File: src/hdl/sql_like_wildcard_matcher_macros.svh
// Assertion helpers for the LIKE matcher
`ifndef SQL_LIKE_WILDCARD_MATCHER_MACROS_SVH
`define SQL_LIKE_WILDCARD_MATCHER_MACROS_SVH

// Implication checked on every rising clock edge outside reset
`define SLWM_ASSERT_IMP(label, clk, rstn, ante, cons) \
    label: assert property (@(posedge clk) disable iff (!rstn) (ante) |-> (cons)) \
        else $error("assertion failed");

// Next-cycle implication checked outside reset
`define SLWM_ASSERT_NEXT(label, clk, rstn, ante, cons) \
    label: assert property (@(posedge clk) disable iff (!rstn) (ante) |=> (cons)) \
        else $error("assertion failed");

`endif

File: src/hdl/slwm_pkg.sv
package slwm_pkg;

    localparam int MaxElementsDef = 32;
    localparam int CpW = 21;

    localparam logic [1:0] MODE_CLEAR = 2'd0;
    localparam logic [1:0] MODE_PAT   = 2'd1;
    localparam logic [1:0] MODE_SUBJ  = 2'd2;
    localparam logic [1:0] MODE_END   = 2'd3;

    localparam logic [1:0] KIND_LIT = 2'd0;
    localparam logic [1:0] KIND_ONE = 2'd1;
    localparam logic [1:0] KIND_RUN = 2'd2;

    localparam logic [1:0] STAT_OK      = 2'd0;
    localparam logic [1:0] STAT_BAD_ESC = 2'd1;
    localparam logic [1:0] STAT_FULL    = 2'd2;

    localparam logic [CpW-1:0] CH_RUN = 21'h25;
    localparam logic [CpW-1:0] CH_ONE = 21'h5F;
    localparam logic [CpW-1:0] CH_ESC = 21'h5C;

    typedef struct packed {
        logic [1:0]     mode;
        logic [CpW-1:0] code_point;
    } in_item_t;

    typedef struct packed {
        logic       matched;
        logic [1:0] status;
    } out_item_t;

    // Controller to datapath commands
    typedef struct packed {
        logic           clear;
        logic           pat;
        logic           subj;
        logic           fin;
        logic [CpW-1:0] cp;
    } dp_cmd_t;

endpackage

File: src/hdl/sql_like_wildcard_matcher.sv
// Channel   Ports                         Transaction
// input     s_valid s_ready s_data        mode and code point
// output    m_valid m_ready m_data        matched and status
// Each accepted item is applied as it is taken; the per-element cell array updates all
// active positions at once. A subject end's result is registered and shows
// the cycle after acceptance. Input stalls only while a result waits and
// m_ready is low. Synchronous active-low reset empties the pattern.
module sql_like_wildcard_matcher #(
    parameter int MAX_ELEMENTS = slwm_pkg::MaxElementsDef
) (
    input  logic                aclk,
    input  logic                aresetn,
    input  logic                s_valid,
    output logic                s_ready,
    input  slwm_pkg::in_item_t  s_data,
    output logic                m_valid,
    input  logic                m_ready,
    output slwm_pkg::out_item_t m_data
);
    import slwm_pkg::*;
    `include "sql_like_wildcard_matcher_macros.svh"

    dp_cmd_t   cmd;
    out_item_t result;

    slwm_ctrl u_ctrl (
        .aclk, .aresetn, .s_valid, .s_ready, .s_data,
        .m_valid, .m_ready, .m_data, .cmd, .result
    );

    slwm_datapath #(.MAX_ELEMENTS(MAX_ELEMENTS)) u_dp (
        .aclk, .aresetn, .cmd, .result
    );

    `SLWM_ASSERT_IMP(a_match_ok, aclk, aresetn, m_valid && m_data.matched, m_data.status == STAT_OK)
    `SLWM_ASSERT_NEXT(a_end_gives_result, aclk, aresetn, cmd.fin, m_valid)
    `SLWM_ASSERT_IMP(a_ready_free, aclk, aresetn, !m_valid, s_ready)

endmodule

File: src/hdl/slwm_datapath.sv
module slwm_datapath #(
    parameter int MAX_ELEMENTS = slwm_pkg::MaxElementsDef
) (
    input  logic                aclk,
    input  logic                aresetn,
    input  slwm_pkg::dp_cmd_t   cmd,
    output slwm_pkg::out_item_t result
);
    import slwm_pkg::*;

    localparam int LenW = $clog2(MAX_ELEMENTS + 1);
    localparam int IdxW = (MAX_ELEMENTS > 1) ? $clog2(MAX_ELEMENTS) : 1;

    // Element store: one cell per element, each read at its own place
    logic [1:0]     kind_reg [MAX_ELEMENTS];
    logic [CpW-1:0] lit_reg  [MAX_ELEMENTS];
    logic [LenW-1:0] len_reg, len_next;
    logic            esc_reg, esc_next;
    logic [1:0]      stat_reg, stat_next;
    logic [MAX_ELEMENTS:0] act_reg, act_next;
    logic            insub_reg, insub_next;

    logic       add_en;
    logic [1:0] add_kind;
    logic       wr_en;
    logic [MAX_ELEMENTS:0] base, stepped, closed;
    logic [MAX_ELEMENTS-1:0] used;
    logic       last_run;

    // Mask of stored elements and kind of the last one
    always_comb begin
        last_run = 1'b0;
        for (int i = 0; i < MAX_ELEMENTS; i++) begin
            used[i] = (LenW'(i) < len_reg);
            if (LenW'(i + 1) == len_reg && kind_reg[i] == KIND_RUN) last_run = 1'b1;
        end
    end

    // Pattern compiler
    always_comb begin
        add_en    = 1'b0;
        add_kind  = KIND_LIT;
        esc_next  = esc_reg;
        stat_next = stat_reg;
        if (cmd.pat && stat_reg == STAT_OK) begin
            if (esc_reg) begin
                esc_next = 1'b0;
                if (cmd.cp == CH_RUN || cmd.cp == CH_ONE) add_en = 1'b1;
                else stat_next = STAT_BAD_ESC;
            end else if (cmd.cp == CH_ESC) begin
                esc_next = 1'b1;
            end else begin
                add_en = 1'b1;
                if (cmd.cp == CH_RUN) add_kind = KIND_RUN;
                else if (cmd.cp == CH_ONE) add_kind = KIND_ONE;
            end
        end
        wr_en    = 1'b0;
        len_next = len_reg;
        if (add_en && !(add_kind == KIND_RUN && last_run)) begin
            if (len_reg >= LenW'(MAX_ELEMENTS)) stat_next = STAT_FULL;
            else begin
                wr_en    = 1'b1;
                len_next = len_reg + 1'b1;
            end
        end
        if (cmd.clear) begin
            len_next  = '0;
            esc_next  = 1'b0;
            stat_next = STAT_OK;
        end
    end

    // Cell array: advance active positions, then pass through runs
    always_comb begin
        base = insub_reg ? act_reg : (MAX_ELEMENTS + 1)'(1);
        stepped = '0;
        if (!insub_reg) begin
            stepped = base;
        end else begin
            for (int i = 0; i < MAX_ELEMENTS; i++) begin
                if (base[i] && used[i]) begin
                    if (kind_reg[i] == KIND_RUN) stepped[i] = 1'b1;
                    else if (kind_reg[i] == KIND_ONE || lit_reg[i] == cmd.cp)
                        stepped[i+1] = 1'b1;
                end
            end
        end
        closed = stepped;
        for (int i = 0; i < MAX_ELEMENTS; i++) begin
            if (closed[i] && used[i] && kind_reg[i] == KIND_RUN) closed[i+1] = 1'b1;
        end
    end

    // Subject tracking
    always_comb begin
        act_next   = act_reg;
        insub_next = insub_reg;
        if (cmd.clear || cmd.pat || cmd.fin) begin
            act_next   = '0;
            insub_next = 1'b0;
        end else if (cmd.subj) begin
            if (!insub_reg) begin
                // fresh subject: closure of the start position, one step, then pass through runs
                act_next = '0;
                for (int i = 0; i < MAX_ELEMENTS; i++) begin
                    if (closed[i] && used[i]) begin
                        if (kind_reg[i] == KIND_RUN) act_next[i] = 1'b1;
                        else if (kind_reg[i] == KIND_ONE || lit_reg[i] == cmd.cp)
                            act_next[i+1] = 1'b1;
                    end
                end
                for (int i = 0; i < MAX_ELEMENTS; i++) begin
                    if (act_next[i] && used[i] && kind_reg[i] == KIND_RUN)
                        act_next[i+1] = 1'b1;
                end
            end else begin
                act_next = closed;
            end
            insub_next = 1'b1;
        end
    end

    // Result of a subject end: held positions, or the start closure if no subject
    always_comb begin
        result.status  = stat_reg;
        result.matched = (stat_reg == STAT_OK) &&
                         (insub_reg ? act_reg[len_reg] : closed[len_reg]);
    end

    // Hold state
    always_ff @(posedge aclk) begin
        if (!aresetn) begin
            len_reg   <= '0;
            esc_reg   <= 1'b0;
            stat_reg  <= STAT_OK;
            act_reg   <= '0;
            insub_reg <= 1'b0;
        end else begin
            len_reg   <= len_next;
            esc_reg   <= esc_next;
            stat_reg  <= stat_next;
            act_reg   <= act_next;
            insub_reg <= insub_next;
        end
    end

    // Store a new element at the end of the pattern
    always_ff @(posedge aclk) begin
        if (wr_en) begin
            kind_reg[len_reg[IdxW-1:0]] <= add_kind;
            lit_reg[len_reg[IdxW-1:0]]  <= cmd.cp;
        end
    end

endmodule

File: src/hdl/slwm_ctrl.sv
module slwm_ctrl (
    input  logic                aclk,
    input  logic                aresetn,
    input  logic                s_valid,
    output logic                s_ready,
    input  slwm_pkg::in_item_t  s_data,
    output logic                m_valid,
    input  logic                m_ready,
    output slwm_pkg::out_item_t m_data,
    output slwm_pkg::dp_cmd_t   cmd,
    input  slwm_pkg::out_item_t result
);
    import slwm_pkg::*;

    typedef enum logic {ST_RUN, ST_HOLD} state_t;

    state_t    state_reg, state_next;
    out_item_t data_reg, data_next;
    logic      acc;

    // Take a transaction unless a result waits in the output register and m_ready is low
    assign s_ready = (state_reg == ST_RUN) || m_ready;
    assign acc     = s_valid && s_ready;
    assign m_valid = (state_reg == ST_HOLD);
    assign m_data  = data_reg;

    always_comb begin
        cmd.clear = acc && s_data.mode == MODE_CLEAR;
        cmd.pat   = acc && s_data.mode == MODE_PAT;
        cmd.subj  = acc && s_data.mode == MODE_SUBJ;
        cmd.fin   = acc && s_data.mode == MODE_END;
        cmd.cp    = s_data.code_point;
    end

    always_comb begin
        state_next = state_reg;
        data_next  = data_reg;
        unique case (state_reg)
            ST_RUN: begin
                if (cmd.fin) begin
                    state_next = ST_HOLD;
                    data_next  = result;
                end
            end
            ST_HOLD: begin
                if (cmd.fin) data_next = result;
                else if (m_ready) state_next = ST_RUN;
            end
            default: state_next = ST_RUN;
        endcase
    end

    always_ff @(posedge aclk) begin
        if (!aresetn) begin
            state_reg <= ST_RUN;
        end else begin
            state_reg <= state_next;
        end
        data_reg <= data_next;
    end

endmodule

File: config.mk
export PLATFORM = sky130hd
export DESIGN_NAME = sql_like_wildcard_matcher
export DESIGN_NICKNAME = d
export VERILOG_FILES = /design/src/hdl/slwm_pkg.sv /design/src/hdl/sql_like_wildcard_matcher.sv /design/src/hdl/slwm_datapath.sv /design/src/hdl/slwm_ctrl.sv
export VERILOG_INCLUDE_DIRS = /design/src /design/src/hdl
export SDC_FILE = /design/constraint.sdc
export NUM_CORES = 1
export LEC_CHECK = 0
export ABC_CLOCK_PERIOD_IN_PS = 13500
export BUFFER_PORTS_ARGS = -buffer_cell sky130_fd_sc_hd__buf_2
export CORE_AREA = 2 2 308 310
export DETAILED_ROUTE_END_ITERATION = 8
export DIE_AREA = 0 0 310 312
export HOLD_SLACK_MARGIN = 0.15
export PLACE_DENSITY = 0.6
export RECOVER_POWER = 50
export SETUP_SLACK_MARGIN = 0.15
export SLEW_MARGIN = 20
export SYNTH_ARGS = -nofsm -noshare
export SYNTH_HDL_FRONTEND = slang
export SYNTH_SLANG_ARGS = --single-unit
File: constraint.sdc
create_clock -name aclk -period 13.5 [get_ports aclk]
set_input_delay 0 -clock aclk [delete_from_list [all_inputs] [get_ports aclk]]
set_output_delay 0 -clock aclk [all_outputs]
set_load 0.02 [all_outputs]
# Word-level counts from Yosys, hierarchy flattened
# Memory sizes are Yosys's and may differ from the RTL's.
# Index checks and enable logic that the tools add are counted.
[word_totals] register_bits=47 mem_bits_rw=736 input_bits=27 out_inout_bits=5 word_cells=870 memories=2
[memory_table] memory="u_dp.lit_reg" depth=32 word_bits=21 rd=32 rd_clocked_by_memory_dff=0 wr=1 line_no="slwm_datapath.sv:16" source="logic [CpW-1:0] lit_reg [MAX_ELEMENTS];"
[memory_table] memory="u_dp.kind_reg" depth=32 word_bits=2 rd=32 rd_clocked_by_memory_dff=0 wr=1 line_no="slwm_datapath.sv:15" source="logic [1:0] kind_reg [MAX_ELEMENTS];"
[classes] addsub=1 order_cmp=34 n_eq_ne=135 mux=444 bitwise_logic=3 n_reduce_logical=243
[op_table] cell="equality test 21 bit" count=32
[op_table] cell="2-to-1 mux 1 bit" count=333
[op_table] cell="2-to-1 mux 2 bit" count=104
[op_table] cell="logical AND 1 bit" count=201
[op_table] cell="2-to-1 mux 33 bit" count=3
[op_table] cell="equality test 5 x 6 -> 1 bit (first input constant)" count=16
[op_table] cell="less-than comparator 5 x 6 -> 1 bit (first input constant)" count=16
[op_table] cell="equality test 2 bit (second input constant)" count=35
[op_table] cell="equality test 2 x 1 -> 1 bit (second input constant)" count=33
[op_table] cell="equality test 4 x 6 -> 1 bit (first input constant)" count=8
[op_table] cell="less-than comparator 4 x 6 -> 1 bit (first input constant)" count=8
[op_table] cell="equality test 21 x 7 -> 1 bit (second input constant)" count=2
[op_table] cell="logical OR 1 bit" count=36
[op_table] cell="equality test 3 x 6 -> 1 bit (first input constant)" count=4
[op_table] cell="less-than comparator 3 x 6 -> 1 bit (first input constant)" count=4
[op_table] cell="equality test 21 x 6 -> 1 bit (second input constant)" count=1
[op_table] cell="binary-select mux 1 bit (select 6 bit)" count=2
[op_table] cell="equality test 2 x 6 -> 1 bit (first input constant)" count=2
[op_table] cell="less-than comparator 1 x 6 -> 1 bit (first input constant)" count=2
[op_table] cell="less-than comparator 2 x 6 -> 1 bit (first input constant)" count=2
[op_table] cell="less-than comparator 6 x 7 -> 1 bit (second input constant)" count=1
[op_table] cell="adder 6 x 1 -> 6 bit (second input constant)" count=1
[op_table] cell="equality test 1 x 6 -> 1 bit (first input constant)" count=1
[op_table] cell="equality test 6 bit (first input constant)" count=1
[op_table] cell="other kinds (8)" count=12

# Logic depth before layout (Yosys ltp)
# An unclocked memory read counts as a cell.
[logic_depth] ltp_word=271 depth_mapped=19 ltp_nobuf=16

# By module
# Synthesis repeated with hierarchy kept, for this count alone.
[unflattened] cells_unflattened=2766 hier_area_um2=36785.3
[by_module_without_submodules] mod="slwm_datapath" instances=1 cells_each=2733 area_per_inst_um2=36455.0 seq_area_each_um2=22962.0
[by_module_without_submodules] mod="slwm_ctrl" instances=1 cells_each=33 area_per_inst_um2=330.3 seq_area_each_um2=110.1

# Least setup slack after synthesis
# Ideal clock, no wire load.
[synth_path] kind="register to register" startpoint="register u_dp.len_reg[3]" endpoint="memory u_dp.kind_reg[15][0], enable pin" setup_time_ps=432 arrival_time_ps=4614 t_required_ps=13068 slack_ps=8454 stages_incl_launch_ff=17 path_buffers=4 period_less_slack_ps=5046 cell_sequence="dfxtp_1 > buf_2 > buf_4 > inv_1 > clkbuf_1 > mux2_2 > a31oi_1 > nand2_1 > a21oi_1 > a31oi_1 > o21ai_0 > a21oi_1 > a211oi_1 > and2_1 > buf_2 > nand2_1 > nor3_1"
[synth_via] elab_chain_len=40 word_cells_on_any_way=104 classes_between="order compare: 1; eq/ne: 32; mux: 36; reduce/logical: 35"
[synth_rtl] element="from (decl)" line_no="slwm_datapath.sv:17" source="logic [LenW-1:0] len_reg, len_next;"
[synth_rtl] element="from (signal assigned)" line_no="slwm_datapath.sv:140" source="len_reg <= len_next;"
[synth_rtl] element="equality test 1 x 6 -> 1 bit" line_no="slwm_datapath.sv:35" source="if (LenW'(i + 1) == len_reg && kind_reg[i] == KIND_RUN) last_run = 1'b1;"
[synth_rtl] element="logical AND 1 bit" line_no="slwm_datapath.sv:35"
[synth_rtl] element="2-to-1 mux 1 bit (32 in a row)" line_no="slwm_datapath.sv:35"
[synth_rtl] element="logical AND 1 bit" line_no="slwm_datapath.sv:60" source="if (add_en && !(add_kind == KIND_RUN && last_run)) begin"
[synth_rtl] element="zero test 1 bit" line_no="slwm_datapath.sv:60"
[synth_rtl] element="logical AND 1 bit" line_no="slwm_datapath.sv:60"
[synth_rtl] element="2-to-1 mux 1 bit" line_no="slwm_datapath.sv:60"
[synth_rtl] element="2-to-1 mux 1 bit" line_no="slwm_datapath.sv:150" source="if (wr_en) begin"
[synth_rtl] element="2-to-1 mux 1 bit (implied by the code)" line_no="slwm_datapath.sv:151" source="kind_reg[len_reg[IdxW-1:0]] <= add_kind;"
[synth_rtl] element="to (decl)" line_no="slwm_datapath.sv:15"
# Several ways; a longest one is shown, not always the timed one.

# Worst setup path after layout
[layout_path] startpoint="input s_data[5] (netlist bit)" endpoint="memory u_dp.lit_reg[11][5], enable pin"
[layout_via] elab_chain_len=13 word_cells_on_any_way=20 classes_between="eq/ne: 4; mux: 12; reduce/logical: 4"
[layout_rtl] element="from (decl)" line_no="sql_like_wildcard_matcher.sv:15" source="input slwm_pkg::in_item_t s_data,"
[layout_rtl] element="equality test 21 x 7 -> 1 bit" line_no="slwm_datapath.sv:48, slwm_datapath.sv:55"
[layout_rtl] element="2-to-1 mux 1 bit" line_no="slwm_datapath.sv:55" source="else if (cmd.cp == CH_ONE) add_kind = KIND_ONE;"
[layout_rtl] element="2-to-1 mux 2 bit" line_no="slwm_datapath.sv:54" source="if (cmd.cp == CH_RUN) add_kind = KIND_RUN;"
[layout_rtl] element="2-to-1 mux 2 bit" line_no="slwm_datapath.sv:50" source="end else if (cmd.cp == CH_ESC) begin"
[layout_rtl] element="2-to-1 mux 2 bit" line_no="slwm_datapath.sv:46" source="if (esc_reg) begin"
[layout_rtl] element="2-to-1 mux 2 bit" line_no="slwm_datapath.sv:45" source="if (cmd.pat && stat_reg == STAT_OK) begin"
[layout_rtl] element="equality test 2 bit" line_no="slwm_datapath.sv:60"
[layout_rtl] element="logical AND 1 bit" line_no="slwm_datapath.sv:60"
[layout_rtl] element="zero test 1 bit" line_no="slwm_datapath.sv:60"
[layout_rtl] element="logical AND 1 bit (*)" line_no="slwm_datapath.sv:60"
[layout_rtl] element="2-to-1 mux 1 bit (*)" line_no="slwm_datapath.sv:60"
[layout_rtl] element="2-to-1 mux 1 bit (*)" line_no="slwm_datapath.sv:150"
[layout_rtl] element="2-to-1 mux 1 bit (implied by the code) (*)" line_no="slwm_datapath.sv:152" source="lit_reg[len_reg[IdxW-1:0]] <= cmd.cp;"
[layout_rtl] element="to (decl)" line_no="slwm_datapath.sv:16"
# Mark *: on every way between the ends. The rest lies on a longest branch, timed or not.

==> results.json <==
{
  "vias": 23700,
  "largest_register_ffs": 672,
  "crit_arrival_ns": 8.65,
  "clockRootBuffer": "clkbuf_16",
  "dieArea_mm2": 0.0967,
  "grt_antenna_before_repair": 2,
  "irDropWorstVdd_mv": 0.101,
  "pin_count": 32,
  "synth-seq-cells": 783,
  "crit_family": "buffers and inverters",
  "multi_input_area_mm2": 0.0133,
  "grt_overflow_total": 0,
  "setup-tns-final_ns": 0,
  "power_switching_mw": 1.18,
  "grt_setup_unrepaired": "false",
  "violations": "capacitance limit, slew limit",
  "clockPowerShare_pct": 42.6,
  "tightest_slew_ns": 3.40,
  "seq_area_mm2": 0.0231,
  "row_count": 112,
  "grt_usage_pct": 22.5,
  "cp.required_ns": 13.76,
  "ys_warn_count": 0,
  "fin_crit_ns": 8.40,
  "worst-setup-path-type": "in2reg",
  "async_reset_ff_share_pct": 0,
  "core_mm2": 0.0930,
  "nets": 2875,
  "syn-mean-instance-area_um2": 13.4,
  "antenna_left": 0,
  "status": "complete, but fails checks",
  "final_cells": 4164,
  "cap_viol_max_count": 47,
  "dpl.cell_count": 3981,
  "clkLatencyLatePin_ns": 0.67,
  "p_seq_share_pct": 52.0,
  "drc": 0,
  "final_layout_size_suffix_gt1_share_pct": 8.90,
  "p_total_mw": 5.13,
  "synth_edf_count": 739,
  "postCtsSetupBuffers": 0,
  "fmax_mhz": 119,
  "grt_pass1_wl_um": 160000,
  "seq_area_frac_synth_pct": 62.2,
  "cts_buffers": 85,
  "yosysTopAreaCellShare_pct": 59.8,
  "synth_area_mm2": 0.0371,
  "area_growth_pct": 11.4,
  "setup_violations": 0,
  "drv_slew": 1459,
  "hold_violations": 0,
  "dr.pass1.iters": 9,
  "portBuffers": 31,
  "detail_route.vias_per_cell": 5.69,
  "skew_ns": 0.0344,
  "antenna_cells": 0,
  "syn-num-nets": 2803,
  "p_leak_nw": 12.7,
  "htree_num_levels": 3,
  "hold_class": "in2reg",
  "dieWidth_um": 310,
  "synth_cells": 2772,
  "relSlewSlack_pct": -127,
  "yosys_most_used_dff": "edfxtp_1",
  "cts_tree": "yes",
  "die_h_um": 312,
  "yosys.cell_types.count": 107,
  "wirelength_um": 110000,
  "cpMostUsedCell": "clkbuf_1",
  "critical-path-max-stage-delay_ns": 2.19,
  "initial_core_util_pct": 39.9,
  "grt_pass1_vias": 23200,
  "cp-end-kind": "register",
  "grt_max_degree": 55,
  "cp-start-kind": "input port",
  "path_cells": "dlygate4sd3_1 > clkbuf_1 > clkbuf_1 > nand4bb_1 > nor4_1 > nor2_1 > a211oi_1 > and2_0 > nand2_1 > nor2_2",
  "wl_per_cell_um": 26.3,
  "switching_share_pct": 23.0,
  "period_share_pct": 62.2,
  "cp_slowest_cell": "clkbuf_1",
  "synth_area_leader_cell": "edfxtp_1",
  "path_max_fanout": 35,
  "power_density_mw_per_mm2": 124,
  "cts_buffer_depth": 3,
  "synthTopCellsByArea": "edfxtp_1 60%, xor2_1 8.2%, xnor2_1 7.6%",
  "nFillCells": 8418,
  "cts.sinks": 783,
  "power.internal_mw": 3.95,
  "drt_iter0_markers": 2355,
  "clkTransAtPathRegs_ns": 0.06,
  "ctsHoldBuffers": 30,
  "place.gp.congestion": 0.993,
  "p_comb_share_pct": 5.4,
  "crit_buf_inv": 3,
  "post_cts_resized": 0,
  "hpwl_um": 70800
}
==> per-layer routing <==
layer / GRT usage (%) / wire, µm
met1: 32.1 / 49200
met2: 35.3 / 50500
met3: 3.34 / 6640
met4: 7.04 / 3220
met5: 0 / 0
==> synthesized netlist by cell type (18+ instances only) <==
library cell	instances
a211oi_1	21
a21oi_1	96
a31oi_1	18
buf_2	52
buf_6	33
clkbuf_1	35
dfxtp_1	44
edfxtp_1	739
inv_1	25
nand2_1	125
nand2b_1	51
nand3_1	38
nand4_1	106
nor2_1	128
nor2b_1	36
nor3_1	43
nor4_1	107
o21ai_0	79
xnor2_1	320
xor2_1	349
==> power groups by stage <==
| stage | logic [mW] | registers [mW] | clock network [mW] |
|---|---|---|---|
| final | 0.275 | 2.67 | 2.19 |
| after global routing | 0.296 | 2.67 | 2.32 |
| after CTS | 0.280 | 2.66 | 2.22 |
| after detailed placement | 0.271 | 2.71 | 0 |
| after global placement | 0.267 | 2.71 | 0 |
| after floorplan | 0.170 | 2.71 | 0 |
==> cell usage in the layout, fill, tap and decap left out, types with 12 or more instances in the layout <==
master         Yosys  layout
clkbuf_1          35      74
and2_1            17      13
nand2_1          125     125
nor2_4             0      21
clkinv_1           2      20
and3_1            12      12
a21oi_1           96      96
clkinv_2           0      17
nand2b_1          51      51
dlygate4sd3_1      0      30
o211ai_1          14      14
nand3_1           38      38
nand4_1          106     106
nor2b_1           36      36
o22ai_1           17      17
xor2_1           349     349
clkbuf_16          0      85
a211oi_1          21      21
xnor2_1          320     320
o21ai_0           79      79
nor4_1           107     107
nor2_1           128     102
nor3_1            43      37
buf_4             11      27
dfxtp_1           44      44
a31oi_1           18      19
inv_1             25      25
edfxtp_1         739     739
==> worst paths after layout <==
path / cells after the start / end / start / slack, ns
setup / recovery: 10 / u_dp.lit_reg[11][5]$_DFFE_PP_ / s_data[5] / 5.10
hold / removal: 2 / u_dp.lit_reg[13][18]$_DFFE_PP_ / s_data[18] / 0.43
setup reg to reg: 15 / u_ctrl.m_data[2]$_DFFE_PP_ / u_dp.insub_reg$_SDFFE_PP0P_ / 7.31
hold reg to reg: 2 / u_dp.esc_reg$_SDFFE_PP0P_ / u_dp.esc_reg$_SDFFE_PP0P_ / 0.52
==> worst register-to-register path, cell delays in order (launching register included) <==
cell	delay, ns
dfxtp_1	0.31
clkbuf_1	1.81
nand2b_1	0.27
o211ai_1	0.19
o32ai_1	0.13
a31oi_1	0.39
o21a_1	0.38
o211ai_4	0.22
nand4_4	0.23
a211oi_2	0.12
a2111oi_2	0.60
nor3b_2	0.18
a31oi_1	0.49
a21oi_1	0.09
a2111oi_0	0.41
o41ai_1	0.11
==> through the flow <==
stage	util, %	instance area (µm²)	setup WS [ns]	hold slack (ns)
after floorplan	-	37100	8.45	0.0989
after global placement	41.5	38600	8.09	0.303
after detailed placement	41.5	38600	7.96	0.310
after CTS	44.6	41500	8.05	0.183
after global routing	44.4	41300	4.69	0.428
final	44.4	41300	5.10	0.430
==> cell families after synthesis <==
group | after synthesis | share of synthesized area, %
compound gates | 420 | 8.07
fa+ha+maj | 6 | 0.189
mux | 19 | 0.887
buf+inv | 165 | 2.62
flops | 783 | 62.2
simple gates | 710 | 10.2
xor+xnor | 669 | 15.8
==> cell type report <==
cell class | count | share of cell area, %
Clock inverter | 55 | 0.972
Timing Repair Buffer | 123 | 1.83
Tap cell | 1254 | 3.80
Clock buffer | 98 | 5.26
Multi-Input combinational cell | 1824 | 32.1
Sequential cell | 783 | 55.8
Inverter | 27 | 0.245
Power figures use the tool's default switching activity.
